[src/sv/cbfr_pkg.sv]
package cbfr_pkg;

	localparam int ACC_BITS   = 48;
	localparam int FIELD_BITS = 32;
	localparam int CNT_W      = 6;

	localparam logic CMD_PUSH = 1'b0;
	localparam logic CMD_READ = 1'b1;

	localparam logic [1:0] MODE_LSB  = 2'd0;
	localparam logic [1:0] MODE_MSB  = 2'd1;
	localparam logic [1:0] MODE_WORD = 2'd2;

	localparam logic [1:0] STATUS_OK    = 2'd0;
	localparam logic [1:0] STATUS_SHORT = 2'd1;
	localparam logic [1:0] STATUS_FULL  = 2'd2;

	typedef struct packed {
		logic load;
		logic push;
		logic merge;
		logic extract;
		logic res_zero;
		logic res_err;
		logic out_load;
	} dp_cmd_t;

	typedef struct packed {
		logic in_read;
		logic zero;
		logic over;
		logic need;
		logic short_bits;
		logic merge_done;
	} dp_stat_t;

	function automatic logic [ACC_BITS-1:0] low_mask(input logic [CNT_W-1:0] n);
		low_mask = {ACC_BITS{1'b1}} >> (7'(ACC_BITS) - 7'(n));
	endfunction

endpackage

[src/sv/cbfr_ram.sv]
module cbfr_ram #(
	parameter int WIDTH = 8,
	parameter int DEPTH = 16
) (
	input  logic                     clk,
	input  logic                     we,
	input  logic [$clog2(DEPTH)-1:0] waddr,
	input  logic [WIDTH-1:0]         wdata,
	input  logic [$clog2(DEPTH)-1:0] raddr,
	output logic [WIDTH-1:0]         rdata
);

	logic [WIDTH-1:0] mem [DEPTH];

	always_ff @(posedge clk) begin
		if (we) begin
			mem[waddr] <= wdata;
		end
		rdata <= mem[raddr];
	end

endmodule

[src/sv/cbfr_dp.sv]
module cbfr_dp import cbfr_pkg::*; #(
	parameter int QUEUE_DEPTH    = 16,
	parameter int MAX_FIELD_BITS = 32
) (
	input  logic                  clk,
	input  logic                  arst_n,
	input  logic                  cfg_wr_en,
	input  logic [1:0]            cfg_wr_data,
	input  logic                  command,
	input  logic [7:0]            byte_value,
	input  logic [CNT_W-1:0]      bit_count,
	input  dp_cmd_t               cmd,
	output dp_stat_t              stat,
	output logic [FIELD_BITS-1:0] field_value,
	output logic [1:0]            status
);

	localparam int AW = $clog2(QUEUE_DEPTH);
	localparam int FW = $clog2(QUEUE_DEPTH + 1);
	localparam logic [AW-1:0]    LAST = AW'(QUEUE_DEPTH - 1);
	localparam logic [FW-1:0]    FULL = FW'(QUEUE_DEPTH);
	localparam logic [FW-1:0]    TWO  = FW'(2);
	localparam logic [CNT_W-1:0] MAXB = CNT_W'(MAX_FIELD_BITS);

	function automatic logic [AW-1:0] inc(input logic [AW-1:0] p);
		inc = (p == LAST) ? '0 : p + 1'b1;
	endfunction

	// committed state
	logic [1:0]          mode_q;
	logic [AW-1:0]       head_q, tail_q;
	logic [FW-1:0]       fill_q;
	logic [ACC_BITS-1:0] acc_q;
	logic [CNT_W-1:0]    held_q;

	// working copies, committed only on a successful read
	logic [AW-1:0]       whead_q;
	logic [FW-1:0]       wfill_q;
	logic [ACC_BITS-1:0] wacc_q;
	logic [CNT_W-1:0]    wheld_q;
	logic                phase_q;
	logic [7:0]          b0_q;

	logic [7:0]            byte_q;
	logic [CNT_W-1:0]      count_q;
	logic [FIELD_BITS-1:0] res_value_q, field_value_q;
	logic [1:0]            res_status_q, status_q;

	logic [1:0]          mode_eff;
	logic                word_mode;
	logic                ram_we;
	logic [7:0]          rdata;
	logic [ACC_BITS-1:0] merge_lsb, merge_msb, merge_word;
	logic [CNT_W-1:0]    rem;
	logic [ACC_BITS-1:0] val_lsb, val_msb, acc_lsb, acc_msb;

	always_comb begin
		case (mode_q)
			MODE_MSB:  mode_eff = MODE_MSB;
			MODE_WORD: mode_eff = MODE_WORD;
			default:   mode_eff = MODE_LSB;
		endcase
	end

	assign word_mode = (mode_eff == MODE_WORD);
	assign ram_we    = cmd.push && (fill_q != FULL);

	cbfr_ram #(
		.WIDTH(8),
		.DEPTH(QUEUE_DEPTH)
	) u_queue (
		.clk  (clk),
		.we   (ram_we),
		.waddr(tail_q),
		.wdata(byte_q),
		.raddr(whead_q),
		.rdata(rdata)
	);

	assign stat.in_read    = (command == CMD_READ);
	assign stat.zero       = (count_q == '0);
	assign stat.over       = (count_q > MAXB);
	assign stat.short_bits = (wheld_q < count_q);
	assign stat.need       = (wheld_q < count_q) && (word_mode ? (wfill_q >= TWO) : (wfill_q != '0));
	assign stat.merge_done = !word_mode || phase_q;

	assign merge_lsb  = wacc_q | (ACC_BITS'(rdata) << wheld_q);
	assign merge_msb  = {wacc_q[ACC_BITS-9:0], rdata};
	assign merge_word = {wacc_q[ACC_BITS-17:0], rdata, b0_q};

	assign rem     = wheld_q - count_q;
	assign val_lsb = wacc_q & low_mask(count_q);
	assign acc_lsb = wacc_q >> count_q;
	assign val_msb = (wacc_q >> rem) & low_mask(count_q);
	assign acc_msb = wacc_q & low_mask(rem);

	always_ff @(posedge clk or negedge arst_n) begin
		if (!arst_n) begin
			mode_q  <= MODE_LSB;
			head_q  <= '0;
			tail_q  <= '0;
			fill_q  <= '0;
			acc_q   <= '0;
			held_q  <= '0;
			phase_q <= 1'b0;
		end else begin
			if (cfg_wr_en) begin
				mode_q <= cfg_wr_data;
			end
			if (ram_we) begin
				tail_q <= inc(tail_q);
				fill_q <= fill_q + 1'b1;
			end
			if (cmd.load) begin
				phase_q <= 1'b0;
			end else if (cmd.merge) begin
				phase_q <= word_mode && !phase_q;
			end
			if (cmd.extract) begin
				head_q <= whead_q;
				fill_q <= wfill_q;
				held_q <= rem;
				acc_q  <= (mode_eff == MODE_LSB) ? acc_lsb : acc_msb;
			end
		end
	end

	always_ff @(posedge clk) begin
		if (cmd.load) begin
			byte_q  <= byte_value;
			count_q <= bit_count;
			whead_q <= head_q;
			wfill_q <= fill_q;
			wacc_q  <= acc_q;
			wheld_q <= held_q;
		end
		if (cmd.merge) begin
			whead_q <= inc(whead_q);
			if (word_mode && !phase_q) begin
				b0_q <= rdata;
			end else if (word_mode) begin
				wacc_q  <= merge_word;
				wheld_q <= wheld_q + CNT_W'(16);
				wfill_q <= wfill_q - TWO;
			end else begin
				wacc_q  <= (mode_eff == MODE_LSB) ? merge_lsb : merge_msb;
				wheld_q <= wheld_q + CNT_W'(8);
				wfill_q <= wfill_q - 1'b1;
			end
		end
		if (cmd.push) begin
			res_value_q  <= '0;
			res_status_q <= (fill_q == FULL) ? STATUS_FULL : STATUS_OK;
		end
		if (cmd.res_zero) begin
			res_value_q  <= '0;
			res_status_q <= STATUS_OK;
		end
		if (cmd.res_err) begin
			res_value_q  <= '0;
			res_status_q <= STATUS_SHORT;
		end
		if (cmd.extract) begin
			res_value_q  <= (mode_eff == MODE_LSB) ? val_lsb[FIELD_BITS-1:0]
			                                      : val_msb[FIELD_BITS-1:0];
			res_status_q <= STATUS_OK;
		end
		if (cmd.out_load) begin
			field_value_q <= res_value_q;
			status_q      <= res_status_q;
		end
	end

	assign field_value = field_value_q;
	assign status      = status_q;

	a_fill_bound: assert property (@(posedge clk) disable iff (!arst_n)
		fill_q <= FULL)
		else $error("queue fill above depth");

	a_acc_clean: assert property (@(posedge clk) disable iff (!arst_n)
		(acc_q & ~low_mask(held_q)) == '0)
		else $error("accumulator holds bits above held count");

	a_err_keeps: assert property (@(posedge clk) disable iff (!arst_n)
		cmd.res_err |=> $stable(head_q) && $stable(fill_q) && $stable(acc_q) && $stable(held_q))
		else $error("failed read changed state");

endmodule

[src/sv/cbfr_ctrl.sv]
module cbfr_ctrl import cbfr_pkg::*; (
	input  logic     clk,
	input  logic     arst_n,
	input  logic     in_valid,
	output logic     in_ready,
	output logic     out_valid,
	input  logic     out_ready,
	input  dp_stat_t stat,
	output dp_cmd_t  cmd
);

	typedef enum logic [2:0] {
		S_IDLE,
		S_PUSH,
		S_CHECK,
		S_FETCH,
		S_MERGE,
		S_EXTRACT,
		S_RESULT
	} state_t;

	state_t state_q;
	logic   out_valid_q;

	assign in_ready  = (state_q == S_IDLE);
	assign out_valid = out_valid_q;

	assign cmd.load     = in_valid && in_ready;
	assign cmd.push     = (state_q == S_PUSH);
	assign cmd.merge    = (state_q == S_MERGE);
	assign cmd.extract  = (state_q == S_EXTRACT);
	assign cmd.res_zero = (state_q == S_CHECK) && stat.zero;
	assign cmd.res_err  = (state_q == S_CHECK) && !stat.zero
	                      && (stat.over || (!stat.need && stat.short_bits));
	assign cmd.out_load = (state_q == S_RESULT) && (!out_valid_q || out_ready);

	always_ff @(posedge clk or negedge arst_n) begin
		if (!arst_n) begin
			state_q     <= S_IDLE;
			out_valid_q <= 1'b0;
		end else begin
			if (cmd.out_load) begin
				out_valid_q <= 1'b1;
			end else if (out_ready) begin
				out_valid_q <= 1'b0;
			end
			case (state_q)
				S_IDLE: begin
					if (cmd.load) begin
						state_q <= stat.in_read ? S_CHECK : S_PUSH;
					end
				end
				S_PUSH: begin
					state_q <= S_RESULT;
				end
				S_CHECK: begin
					if (cmd.res_zero || cmd.res_err) begin
						state_q <= S_RESULT;
					end else if (stat.need) begin
						state_q <= S_FETCH;
					end else begin
						state_q <= S_EXTRACT;
					end
				end
				S_FETCH: begin
					state_q <= S_MERGE;
				end
				S_MERGE: begin
					// word mode takes a second byte before the unit is merged
					state_q <= stat.merge_done ? S_CHECK : S_FETCH;
				end
				S_EXTRACT: begin
					state_q <= S_RESULT;
				end
				S_RESULT: begin
					if (cmd.out_load) begin
						state_q <= S_IDLE;
					end
				end
				default: begin
					state_q <= S_IDLE;
				end
			endcase
		end
	end

	a_one_item: assert property (@(posedge clk) disable iff (!arst_n)
		(in_valid && in_ready) |=> !in_ready)
		else $error("second beat taken while item in flight");

	a_merge_after_fetch: assert property (@(posedge clk) disable iff (!arst_n)
		(state_q == S_MERGE) |-> ($past(state_q) == S_FETCH))
		else $error("merge without a queue read");

	a_result_free: assert property (@(posedge clk) disable iff (!arst_n)
		(state_q == S_RESULT && !out_valid_q) |=> (state_q == S_IDLE) && out_valid_q)
		else $error("result stuck with free output register");

endmodule

[src/sv/configurable_bit_field_reader.sv]
// Bit field reader: push beats (command 0) store a byte in a QUEUE_DEPTH-entry byte queue;
// read beats (command 1) return bit_count bits (0..MAX_FIELD_BITS) drawn through a 48-bit
// accumulator, refilled from the queue one byte (storage_mode 0 lsb-first, 1 msb-first, 3 as 0)
// or one 16-bit little-endian word (mode 2) at a time. A read that cannot be met returns status 1
// and changes nothing; a push into a full queue is dropped with status 2. One item is in flight
// at a time. A push goes from accept through a push state to the result. A read first checks the
// held count; each queue byte then costs a registered RAM read and a merge, and each byte (modes
// 0/1) or word (mode 2) is followed by a recheck of the held count; an error or a zero-bit read goes
// from that check straight to the result. The output register frees the input side while a result
// waits. storage_mode must be written only while the block is idle; the block does not enforce it.
module configurable_bit_field_reader import cbfr_pkg::*; #(
	parameter int QUEUE_DEPTH    = 16,
	parameter int MAX_FIELD_BITS = 32
) (
	input  logic                  clk,
	input  logic                  arst_n,
	input  logic                  cfg_wr_en,
	input  logic [1:0]            cfg_wr_data,
	input  logic                  in_valid,
	output logic                  in_ready,
	input  logic                  command,
	input  logic [7:0]            byte_value,
	input  logic [CNT_W-1:0]      bit_count,
	output logic                  out_valid,
	input  logic                  out_ready,
	output logic [FIELD_BITS-1:0] field_value,
	output logic [1:0]            status
);

	dp_cmd_t  cmd;
	dp_stat_t stat;

	cbfr_ctrl u_ctrl (
		.clk      (clk),
		.arst_n   (arst_n),
		.in_valid (in_valid),
		.in_ready (in_ready),
		.out_valid(out_valid),
		.out_ready(out_ready),
		.stat     (stat),
		.cmd      (cmd)
	);

	cbfr_dp #(
		.QUEUE_DEPTH   (QUEUE_DEPTH),
		.MAX_FIELD_BITS(MAX_FIELD_BITS)
	) u_dp (
		.clk        (clk),
		.arst_n     (arst_n),
		.cfg_wr_en  (cfg_wr_en),
		.cfg_wr_data(cfg_wr_data),
		.command    (command),
		.byte_value (byte_value),
		.bit_count  (bit_count),
		.cmd        (cmd),
		.stat       (stat),
		.field_value(field_value),
		.status     (status)
	);

endmodule

[config.mk]
export PLATFORM = sky130hd
export DESIGN_NAME = configurable_bit_field_reader
export DESIGN_NICKNAME = d
export VERILOG_FILES = /design/src/sv/cbfr_pkg.sv /design/src/sv/cbfr_ram.sv /design/src/sv/cbfr_dp.sv /design/src/sv/cbfr_ctrl.sv /design/src/sv/configurable_bit_field_reader.sv
export SDC_FILE = /design/constraint.sdc
export NUM_CORES = 1
export LEC_CHECK = 0
export ABC_AREA = 1
export BUFFER_PORTS_ARGS = -buffer_cell sky130_fd_sc_hd__buf_2
export CAP_MARGIN = 25
export CORE_MARGIN = 3
export CORE_UTILIZATION = 42
export DETAILED_ROUTE_END_ITERATION = 10
export PLACE_DENSITY_LB_ADDON = 0.15
export RECOVER_POWER = 100
export SLEW_MARGIN = 25
export SYNTH_ARGS = -nofsm -noshare
export SYNTH_HDL_FRONTEND = slang
export SYNTH_SLANG_ARGS = --single-unit
[constraint.sdc]
create_clock -name clk -period 4.38 [get_ports clk]
set_input_delay 0.438 -clock clk [delete_from_list [all_inputs] [get_ports clk]]
set_output_delay 0.438 -clock clk [all_outputs]
set_load 0.02 [all_outputs]
==> impl_metrics.prom, run 1 <==
# TYPE chip_impl_metric gauge
chip_impl_metric{name="yosysUniqueCellTypes",unit=""} 54
chip_impl_metric{name="final_cell_area",unit="um^2"} 25400
chip_impl_info{name="hold_class",value="in2reg"} 1
chip_impl_metric{name="global_route_wire_length_before_repair",unit="um"} 143000
chip_impl_info{name="crit_path_start_kind",value="flip-flop"} 1
chip_impl_info{name="clock_tree_from_tritoncts",value="yes"} 1
chip_impl_metric{name="postLayoutSetupSlackWorst",unit="ns"} 0.224
chip_impl_metric{name="placeableCoreArea",unit="um^2"} 54500
chip_impl_metric{name="clk_pin_slew",unit="ns"} 0.06
chip_impl_metric{name="critPathArrivalTime",unit="ns"} 4.62
chip_impl_metric{name="routed_wire_length",unit="um"} 97100
chip_impl_metric{name="netlist_instances",unit=""} 3301
chip_impl_metric{name="timing_max_transition_violations_final",unit=""} 276
chip_impl_metric{name="tightestPinTransition",unit="ns"} 3.14
chip_impl_metric{name="synthesis.yosys.warnings",unit=""} 0
chip_impl_metric{name="detailedRoute.firstPassIterationCount",unit=""} 8
chip_impl_metric{name="total_placed_instance_area",unit="um^2"} 24000
chip_impl_info{name="worst_setup_path_end_kind",value="flip-flop"} 1
chip_impl_info{name="synth_flop_cell",value="sky130_fd_sc_hd__edfxtp_1"} 1
chip_impl_metric{name="nets",unit=""} 3282
chip_impl_metric{name="gp_routability_congestion",unit=""} 1.05
chip_impl_metric{name="routed_via_density",unit=""} 6.11
chip_impl_metric{name="post_cts_resized",unit=""} 0
chip_impl_metric{name="cts-root-to-sink-buffers",unit=""} 3
chip_impl_info{name="crit_type",value="reg2reg"} 1
chip_impl_metric{name="post-cts-setup-buffer-count",unit=""} 0
chip_impl_metric{name="rows",unit=""} 85
chip_impl_metric{name="total_leakage_power",unit="nW"} 10.8
chip_impl_metric{name="cts_buffers",unit=""} 42
chip_impl_metric{name="critPathMaxFanout",unit=""} 21
chip_impl_metric{name="groute.usage.overall",unit=""} 0.320
chip_impl_metric{name="antenna_found_initial",unit=""} 2
chip_impl_metric{name="period_minus_slack",unit="ns"} 4.16
chip_impl_info{name="critPathMostFrequentCell",value="sky130_fd_sc_hd__a21oi_1"} 1
chip_impl_metric{name="total_negative_slack",unit="ns"} 0
chip_impl_metric{name="ios",unit=""} 58
chip_impl_metric{name="max-slew-margin-rel",unit=""} -1.09
chip_impl_info{name="cts-root-buf",value="sky130_fd_sc_hd__clkbuf_16"} 1
chip_impl_info{name="crit_path_cell_trace",value="ha_1, inv_1, nor2_1, buf_4, clkinv_1, a21oi_1, a21oi_1, a21boi_0"} 1
chip_impl_metric{name="postSynthAreaPerCell",unit="um^2"} 7.08
chip_impl_metric{name="cts_hold_buf",unit=""} 10
chip_impl_info{name="run_status",value="finished with violations"} 1
chip_impl_metric{name="dieArea",unit="um^2"} 58500
chip_impl_metric{name="drive_above_1_share",unit=""} 0.0517
chip_impl_metric{name="port_buffers",unit=""} 57
chip_impl_info{name="failed_checks",value="max-capacitance violations, max-slew violations"} 1
chip_impl_metric{name="hold-path-cell-count",unit=""} 1
chip_impl_metric{name="cell_area_synth",unit="um^2"} 23400
chip_impl_metric{name="synth-seq-cells",unit=""} 363
chip_impl_metric{name="start_util",unit=""} 0.429
chip_impl_metric{name="cpPeakStageDelay",unit="ns"} 1.05
chip_impl_metric{name="grt_overflow_total",unit=""} 0
chip_impl_metric{name="vias",unit=""} 24504
chip_impl_metric{name="peak_freq",unit="MHz"} 241
chip_impl_metric{name="final_antenna_net_count",unit=""} 0
chip_impl_metric{name="number_of_flops_mapped_to_enable_cells_by_yosys",unit=""} 225
chip_impl_metric{name="die-width",unit="um"} 242
chip_impl_metric{name="max_cap_violations",unit=""} 5
chip_impl_metric{name="asyncSetResetFlopFracSynth",unit=""} 0.204
chip_impl_metric{name="die_height",unit="um"} 242
chip_impl_metric{name="power.density",unit="nW/um^2"} 946
chip_impl_metric{name="route.detailed.wl_per_inst",unit="um"} 24.2
chip_impl_metric{name="r2r_cells",unit=""} 8
chip_impl_metric{name="drt_iter0_drc",unit=""} 2996
chip_impl_metric{name="cp.required",unit="ns"} 4.85
chip_impl_metric{name="setup_viol",unit=""} 0
chip_impl_metric{name="dp_slack",unit="ns"} 0.621
chip_impl_metric{name="final_core_utilization",unit=""} 0.467
chip_impl_metric{name="worst_clock_skew",unit="ns"} 0.0607
chip_impl_metric{name="clock_sink_count",unit=""} 363
chip_impl_metric{name="clkLatencyLatePin",unit="ns"} 0.61
chip_impl_metric{name="grt_max_degree",unit=""} 79
chip_impl_metric{name="synth-seq-area-share",unit=""} 0.423
chip_impl_metric{name="vdd_ir_drop_max",unit="mV"} 0.562
chip_impl_metric{name="post_dp_hpwl",unit="um"} 68200
chip_impl_info{name="grt_setup_unrepaired",value="no"} 1
chip_impl_metric{name="finalHoldViolations",unit=""} 0
chip_impl_metric{name="syn2layout_area_growth",unit="%"} 8.72
chip_impl_metric{name="detail_route.drc_violations",unit=""} 0
chip_impl_metric{name="h-tree-depth",unit=""} 2
chip_impl_metric{name="synth_nets",unit=""} 3350
chip_impl_metric{name="via_count_of_the_first_global_routing_pass",unit=""} 22338
chip_impl_info{name="timing.critical_path.slowest_stage_cell",value="sky130_fd_sc_hd__ha_1"} 1
chip_impl_metric{name="final_min_period_over_clock_period",unit=""} 0.949
## routing by layer
| metal | part of all wire | global-route usage |
|---|---|---|
| met2 | 0.43 | 0.474 |
| met1 | 0.40 | 0.432 |
| met5 | 0.00013 | 0 |
| met4 | 0.060 | 0.172 |
| met3 | 0.11 | 0.0767 |
## cell usage in the layout, fill, tap and decap left out, drive strengths merged, types with 26 or more instances in the layout
cell type     n
ha           26
inv         198
edfxtp      225
buf          54
o211ai       71
nand3       642
clkbuf      107
nand2      1013
dfrtp        74
o21ai       215
dfxtp        64
nor2        237
a21oi       151
## state kept, by name, indices dropped and copies added (netlist names), 3 cells and up
register / flops
u_ctrl.state_q: 3
u_dp.acc_q: 48
u_dp.b0_q: 8
u_dp.byte_q: 8
u_dp.count_q: 6
u_dp.field_value: 32
u_dp.fill_q: 5
u_dp.head_q: 4
u_dp.held_q: 6
u_dp.res_value_q: 32
u_dp.tail_q: 4
u_dp.u_queue.mem: 128
u_dp.u_queue.rdata: 8
u_dp.wacc_q: 48
u_dp.wfill_q: 5
u_dp.whead_q: 4
u_dp.wheld_q: 6
## per-stage QoR
step                total power, mW  cells  hold slack, ns
floorplan                      15.4   3301           0.142
global placement               19.9   3917           0.403
detailed placement             20.0   3918           0.405
CTS                            23.6   4005          0.0338
global route                   25.5   4005          0.0399
finish                         24.0   4009          0.0521
## report_power, final
group | internal, mW | total, mW | leakage, nW | switching, mW
clock network | 2.01 | 3.54 | 0.678 | 1.53
logic | 3.84 | 14.1 | 6.56 | 10.3
registers | 4.73 | 6.38 | 3.53 | 1.64
total | 10.6 | 24.0 | 10.8 | 13.5
## cells in the mapped netlist, types with 4 or more instances
library cell,number,share of area
sky130_fd_sc_hd__nor3_1,23,0.0049
sky130_fd_sc_hd__clkbuf_1,135,0.022
sky130_fd_sc_hd__buf_4,5,0.0016
sky130_fd_sc_hd__clkinv_1,6,0.00096
sky130_fd_sc_hd__o21ai_0,214,0.046
sky130_fd_sc_hd__a31oi_1,8,0.0021
sky130_fd_sc_hd__inv_2,12,0.0019
sky130_fd_sc_hd__dfxtp_1,64,0.055
sky130_fd_sc_hd__nand2_1,1002,0.16
sky130_fd_sc_hd__buf_1,31,0.0050
sky130_fd_sc_hd__nor2_1,229,0.037
sky130_fd_sc_hd__o221ai_1,7,0.0026
sky130_fd_sc_hd__and2_1,4,0.0011
sky130_fd_sc_hd__a21boi_1,10,0.0032
sky130_fd_sc_hd__a21boi_0,10,0.0032
sky130_fd_sc_hd__nor2_2,4,0.0011
sky130_fd_sc_hd__nor2_4,4,0.0019
sky130_fd_sc_hd__nand3_1,640,0.14
sky130_fd_sc_hd__inv_1,184,0.030
sky130_fd_sc_hd__a21oi_1,151,0.032
sky130_fd_sc_hd__o22ai_1,16,0.0043
sky130_fd_sc_hd__ha_1,26,0.014
sky130_fd_sc_hd__a221oi_1,9,0.0034
sky130_fd_sc_hd__or2_2,8,0.0021
sky130_fd_sc_hd__o211ai_1,71,0.023
sky130_fd_sc_hd__dfrtp_1,74,0.079
sky130_fd_sc_hd__nand4_1,23,0.0062
sky130_fd_sc_hd__xor2_1,7,0.0026
sky130_fd_sc_hd__buf_2,52,0.011
sky130_fd_sc_hd__edfxtp_1,225,0.29
sky130_fd_sc_hd__nand2_2,9,0.0024
sky130_fd_sc_hd__a41oi_1,6,0.0022
## worst max-delay path, delay by kind of cell, from the launching register on
kind                       cells  cell delay, ns
AOI/OAI and AO/OA              3            0.69
DFF                            1            0.38
adders and majority gates      1            1.05
and+or+nand+nor                1            0.27
buffers and inverters          3            1.60
## logic make-up (layout without fill, tap and decap cells)
family                     Yosys count  in the layout  share of synthesized area
and+or+nand+nor                   1954           1954                      0.358
adders and majority gates           27             27                     0.0148
xor gates and xnor gates            10             10                    0.00375
buffers and inverters              430            395                     0.0737
AOI/OAI and AO/OA                  516            516                      0.127
other                                0              4                          0
muxes                                1              1                   0.000482
DFF                                363            363                      0.423
## path summary, 6_finish.rpt
path / end / slack, ns / start
max: u_dp.acc_q[29]$_DFFE_PN0P_ / 0.22 / u_dp.mode_q[1]$_DFFE_PN0P_
min: u_dp.count_q[5]$_DFFE_PP_ / 0.05 / bit_count[5]
max reg2reg: u_dp.acc_q[29]$_DFFE_PN0P_ / 0.22 / u_dp.mode_q[1]$_DFFE_PN0P_
min reg2reg: u_dp.field_value[23]$_DFFE_PP_ / 0.42 / u_dp.res_value_q[23]$_SDFFCE_PN0P_
max in group asynchronous: u_dp.acc_q[27]$_DFFE_PN0P_ / 0.77 / arst_n
min in group asynchronous: u_dp.acc_q[28]$_DFFE_PN0P_ / 1.40 / arst_n
## final cells by class
type / count / area [um^2]
sequential: 363 / 9890
antenna: 4 / 10.0
clock inverter: 21 / 245
fill: 5534 / 29000
tap: 739 / 925
timing repair buffer: 115 / 658
clock buffer: 56 / 1150
inverter: 203 / 763
multi-input combinational: 2508 / 11800
Power figures use the tool's default switching activity.
==> run 2: changes to the inputs <==
--- a/config.mk
+++ b/config.mk
@@ -13,6 +13,8 @@
 export DETAILED_ROUTE_END_ITERATION = 10
 export PLACE_DENSITY_LB_ADDON = 0.15
 export RECOVER_POWER = 100
+export SETUP_SLACK_MARGIN = 0.4
+export SKIP_CTS_REPAIR_TIMING = 1
 export SLEW_MARGIN = 25
 export SYNTH_ARGS = -nofsm -noshare
 export SYNTH_HDL_FRONTEND = slang
==> run 2 against run 1 <==
- the run still ends with max-capacitance violations, max-slew violations left
- sequential share of layout area fell by 0.053 points
- setup slack improved by 0.26 ns
- clock skew rose by 0.0013 ns
- design area rose by 0.14%
- total power rose by 0.46%
- highest routed layer unchanged
- routed wire length rose by 0.20%
- hold slack got worse by 0.039 ns
- first-iteration DRC count fell by 2.8%
==> impl_metrics.prom, run 2 (same netlist as run 1, synthesis figures left out) <==
# TYPE chip_impl_metric gauge
chip_impl_metric{name="detailedRoute.firstPassIterationCount",unit=""} 7
chip_impl_metric{name="power.density",unit="nW/um^2"} 949
chip_impl_info{name="grt_setup_unrepaired",value="no"} 1
chip_impl_metric{name="final_antenna_net_count",unit=""} 0
chip_impl_metric{name="die-width",unit="um"} 242
chip_impl_metric{name="cp.required",unit="ns"} 4.87
chip_impl_info{name="cts-root-buf",value="sky130_fd_sc_hd__clkbuf_16"} 1
chip_impl_metric{name="grt_overflow_total",unit=""} 0
chip_impl_metric{name="tightestPinTransition",unit="ns"} 3.11
chip_impl_metric{name="timing.reg2reg.setup_slack",unit="ns"} 0.48
chip_impl_metric{name="routed_wire_length",unit="um"} 97300
chip_impl_metric{name="placeableCoreArea",unit="um^2"} 54500
chip_impl_metric{name="start_util",unit=""} 0.429
chip_impl_metric{name="final_core_utilization",unit=""} 0.467
chip_impl_metric{name="finalHoldViolations",unit=""} 0
chip_impl_metric{name="die_height",unit="um"} 242
chip_impl_info{name="timing.hold.worst.start",value="out_ready"} 1
chip_impl_metric{name="grt_max_degree",unit=""} 79
chip_impl_metric{name="period_minus_slack",unit="ns"} 3.90
chip_impl_metric{name="portion_of_total_power_attributed_to_combinational_logic",unit=""} 0.590
chip_impl_metric{name="critPathArrivalTime",unit="ns"} 4.39
chip_impl_metric{name="syn2layout_area_growth",unit="%"} 8.87
chip_impl_metric{name="max-slew-margin-rel",unit=""} -1.08
chip_impl_metric{name="final_min_period_over_clock_period",unit=""} 0.890
chip_impl_metric{name="largest_register_ff_count",unit=""} 128
chip_impl_metric{name="max_cap_violations",unit=""} 5
chip_impl_metric{name="h-tree-depth",unit=""} 2
chip_impl_metric{name="power.share.switching",unit=""} 0.559
chip_impl_metric{name="cts_buffers",unit=""} 42
chip_impl_metric{name="routed_via_density",unit=""} 6.10
chip_impl_info{name="whs_endpoint",value="u_ctrl.out_valid$_DFFE_PN0P_"} 1
chip_impl_info{name="crit_type",value="reg2reg"} 1
chip_impl_metric{name="total_placed_instance_area",unit="um^2"} 24000
chip_impl_metric{name="seq_power_share",unit=""} 0.264
chip_impl_metric{name="clkLatencyLatePin",unit="ns"} 0.61
chip_impl_metric{name="drt_iter0_drc",unit=""} 2911
chip_impl_metric{name="total_leakage_power",unit="nW"} 10.8
chip_impl_metric{name="global_route_wire_length_before_repair",unit="um"} 143000
chip_impl_metric{name="nets",unit=""} 3286
chip_impl_metric{name="worst_clock_skew",unit="ns"} 0.0620
chip_impl_metric{name="setup_viol",unit=""} 0
chip_impl_metric{name="route.detailed.wl_per_inst",unit="um"} 24.2
chip_impl_info{name="failed_checks",value="max-capacitance violations, max-slew violations"} 1
chip_impl_metric{name="global_route.usage.met3",unit=""} 0.0767
chip_impl_metric{name="globalRouteMet1Util",unit=""} 0.432
chip_impl_metric{name="critPathMaxFanout",unit=""} 32
chip_impl_info{name="layout_common_cells",value="sky130_fd_sc_hd__nand2_1, sky130_fd_sc_hd__nand3_1, sky130_fd_sc_hd__nor2_1, sky130_fd_sc_hd__edfxtp_1, sky130_fd_sc_hd__o21ai_0"} 1
chip_impl_metric{name="antenna_found_initial",unit=""} 2
chip_impl_info{name="final_common_cell",value="sky130_fd_sc_hd__nand2_1"} 1
chip_impl_metric{name="final_cell_area",unit="um^2"} 25500
chip_impl_info{name="gr-max-usage-layer",value="met2"} 1
chip_impl_metric{name="post_dp_hpwl",unit="um"} 68200
chip_impl_info{name="worstReg2RegEnd",value="u_dp.acc_q[13]$_DFFE_PN0P_"} 1
chip_impl_metric{name="peak_freq",unit="MHz"} 257
chip_impl_metric{name="power.clock.fraction",unit=""} 0.146
chip_impl_info{name="run_status",value="finished with violations"} 1
chip_impl_metric{name="finalHoldWorstSlack",unit="ns"} 0.0132
chip_impl_metric{name="timing_max_transition_violations_final",unit=""} 276
chip_impl_info{name="top_register",value="u_dp.u_queue.mem"} 1
chip_impl_metric{name="use_met2",unit=""} 0.473
chip_impl_metric{name="power_switching",unit="mW"} 13.5
chip_impl_info{name="hold_class",value="in2reg"} 1
chip_impl_info{name="reg.largest.list",value="u_dp.u_queue.mem x128, u_dp.acc_q x48, u_dp.wacc_q x48"} 1
chip_impl_metric{name="cts-root-to-sink-buffers",unit=""} 3
chip_impl_info{name="worst_setup_path_end_kind",value="flip-flop"} 1
chip_impl_metric{name="clk_pin_slew",unit="ns"} 0.06
chip_impl_metric{name="gp_routability_congestion",unit=""} 1.05
chip_impl_info{name="crit_path_start_kind",value="flip-flop"} 1
chip_impl_metric{name="port_buffers",unit=""} 57
chip_impl_metric{name="internal_power",unit="mW"} 10.7
chip_impl_info{name="r2r-start",value="u_dp.wheld_q[0]$_DFFE_PP_"} 1
chip_impl_info{name="clock_tree_from_tritoncts",value="yes"} 1
chip_impl_metric{name="rows",unit=""} 85
chip_impl_metric{name="vdd_ir_drop_max",unit="mV"} 0.551
chip_impl_metric{name="detail_route.drc_violations",unit=""} 0
chip_impl_metric{name="total_negative_slack",unit="ns"} 0
chip_impl_metric{name="drive_above_1_share",unit=""} 0.0529
chip_impl_metric{name="groute.usage.overall",unit=""} 0.320
chip_impl_metric{name="via_count_of_the_first_global_routing_pass",unit=""} 22277
chip_impl_metric{name="r2r_cells",unit=""} 13
chip_impl_metric{name="num-fill-cells",unit=""} 5538
chip_impl_metric{name="dieArea",unit="um^2"} 58500
chip_impl_metric{name="hold-path-cell-count",unit=""} 2
chip_impl_metric{name="ios",unit=""} 58
chip_impl_metric{name="vias",unit=""} 24486
chip_impl_metric{name="clock_sink_count",unit=""} 363
-- run 2: changes by cell type in the layout (fill, tap and decap cells not counted), sizes merged --
cell / change
clkbuf: -2
buf: +7
inv: -1
clkinv: +1
dlygate4sd3: -1
-- run 2: power by group through the flow --
stage	Combinational [mW]	Clock, mW	Sequential, mW
detailed placement	13.7	0	6.30
global route	15.6	3.73	6.36
CTS	13.8	3.59	6.24
finish	14.2	3.54	6.38
floorplan	10.0	0	5.32
global placement	13.6	0	6.29
-- run 2: cell type report --
type / count / area [um^2] / share of cell area
inverters: 203 / 764 / 0.0300
clock buffers: 56 / 1150 / 0.0453
well taps: 739 / 925 / 0.0363
diodes: 4 / 10.0 / 0.000393
repair buffers: 119 / 702 / 0.0276
flip-flops and latches: 363 / 9890 / 0.389
clock inverters: 21 / 245 / 0.00963
multi-input cells: 2508 / 11800 / 0.462
-- run 2: metal layers --
| layer | routed length [um] | vias to the layer above |
|---|---|---|
| li1 | - | 11115 |
| met1 | 39500 | 11706 |
| met2 | 41400 | 1379 |
| met3 | 10500 | 284 |
| met4 | 5760 | 2 |
| met5 | 13 | - |
-- run 2: metrics by stage --
stage,total power [mW],worst slack (ns),std cells
floorplan,15.4,1.14,3301
global placement,19.9,0.660,3917
detailed placement,20.0,0.621,3918
CTS,23.6,0.592,3995
global route,25.6,0.280,4009
finish,24.2,0.483,4013
-- run 2: how the worst max path moves through the flow --
stage                              start                            endpoint  slack, ns  cells after the start
3_3_place_gp   u_dp.wheld_q[0]$_DFFE_PP_          u_dp.acc_q[24]$_DFFE_PN0P_       0.66                     16
6_report       u_dp.wheld_q[0]$_DFFE_PP_          u_dp.acc_q[13]$_DFFE_PN0P_       0.48                     13
3_5_place_dp   u_dp.wheld_q[0]$_DFFE_PP_          u_dp.acc_q[22]$_DFFE_PN0P_       0.62                     14
4_1_cts        u_dp.wheld_q[0]$_DFFE_PP_          u_dp.acc_q[22]$_DFFE_PN0P_       0.59                     14
5_1_grt        u_dp.wheld_q[0]$_DFFE_PP_  u_dp.res_value_q[25]$_SDFFCE_PN0P_       0.28                     14
2_1_floorplan  u_dp.count_q[2]$_DFFE_PP_   u_dp.res_value_q[0]$_SDFFCE_PN0P_       1.14                     13
-- run 2: worst max-delay path: stages (launching register included) --
cell	delay, ns
sky130_fd_sc_hd__edfxtp_1	0.43
sky130_fd_sc_hd__inv_1	0.14
sky130_fd_sc_hd__ha_1	1.05
sky130_fd_sc_hd__ha_1	0.30
sky130_fd_sc_hd__nand2_1	0.09
sky130_fd_sc_hd__nand2_1	0.29
sky130_fd_sc_hd__inv_1	0.17
sky130_fd_sc_hd__nor2_1	0.45
sky130_fd_sc_hd__nand4_1	0.40
sky130_fd_sc_hd__nand2_1	0.15
sky130_fd_sc_hd__nand2_1	0.09
sky130_fd_sc_hd__nand2_1	0.07
sky130_fd_sc_hd__nand2_1	0.04
sky130_fd_sc_hd__nand2_1	0.10
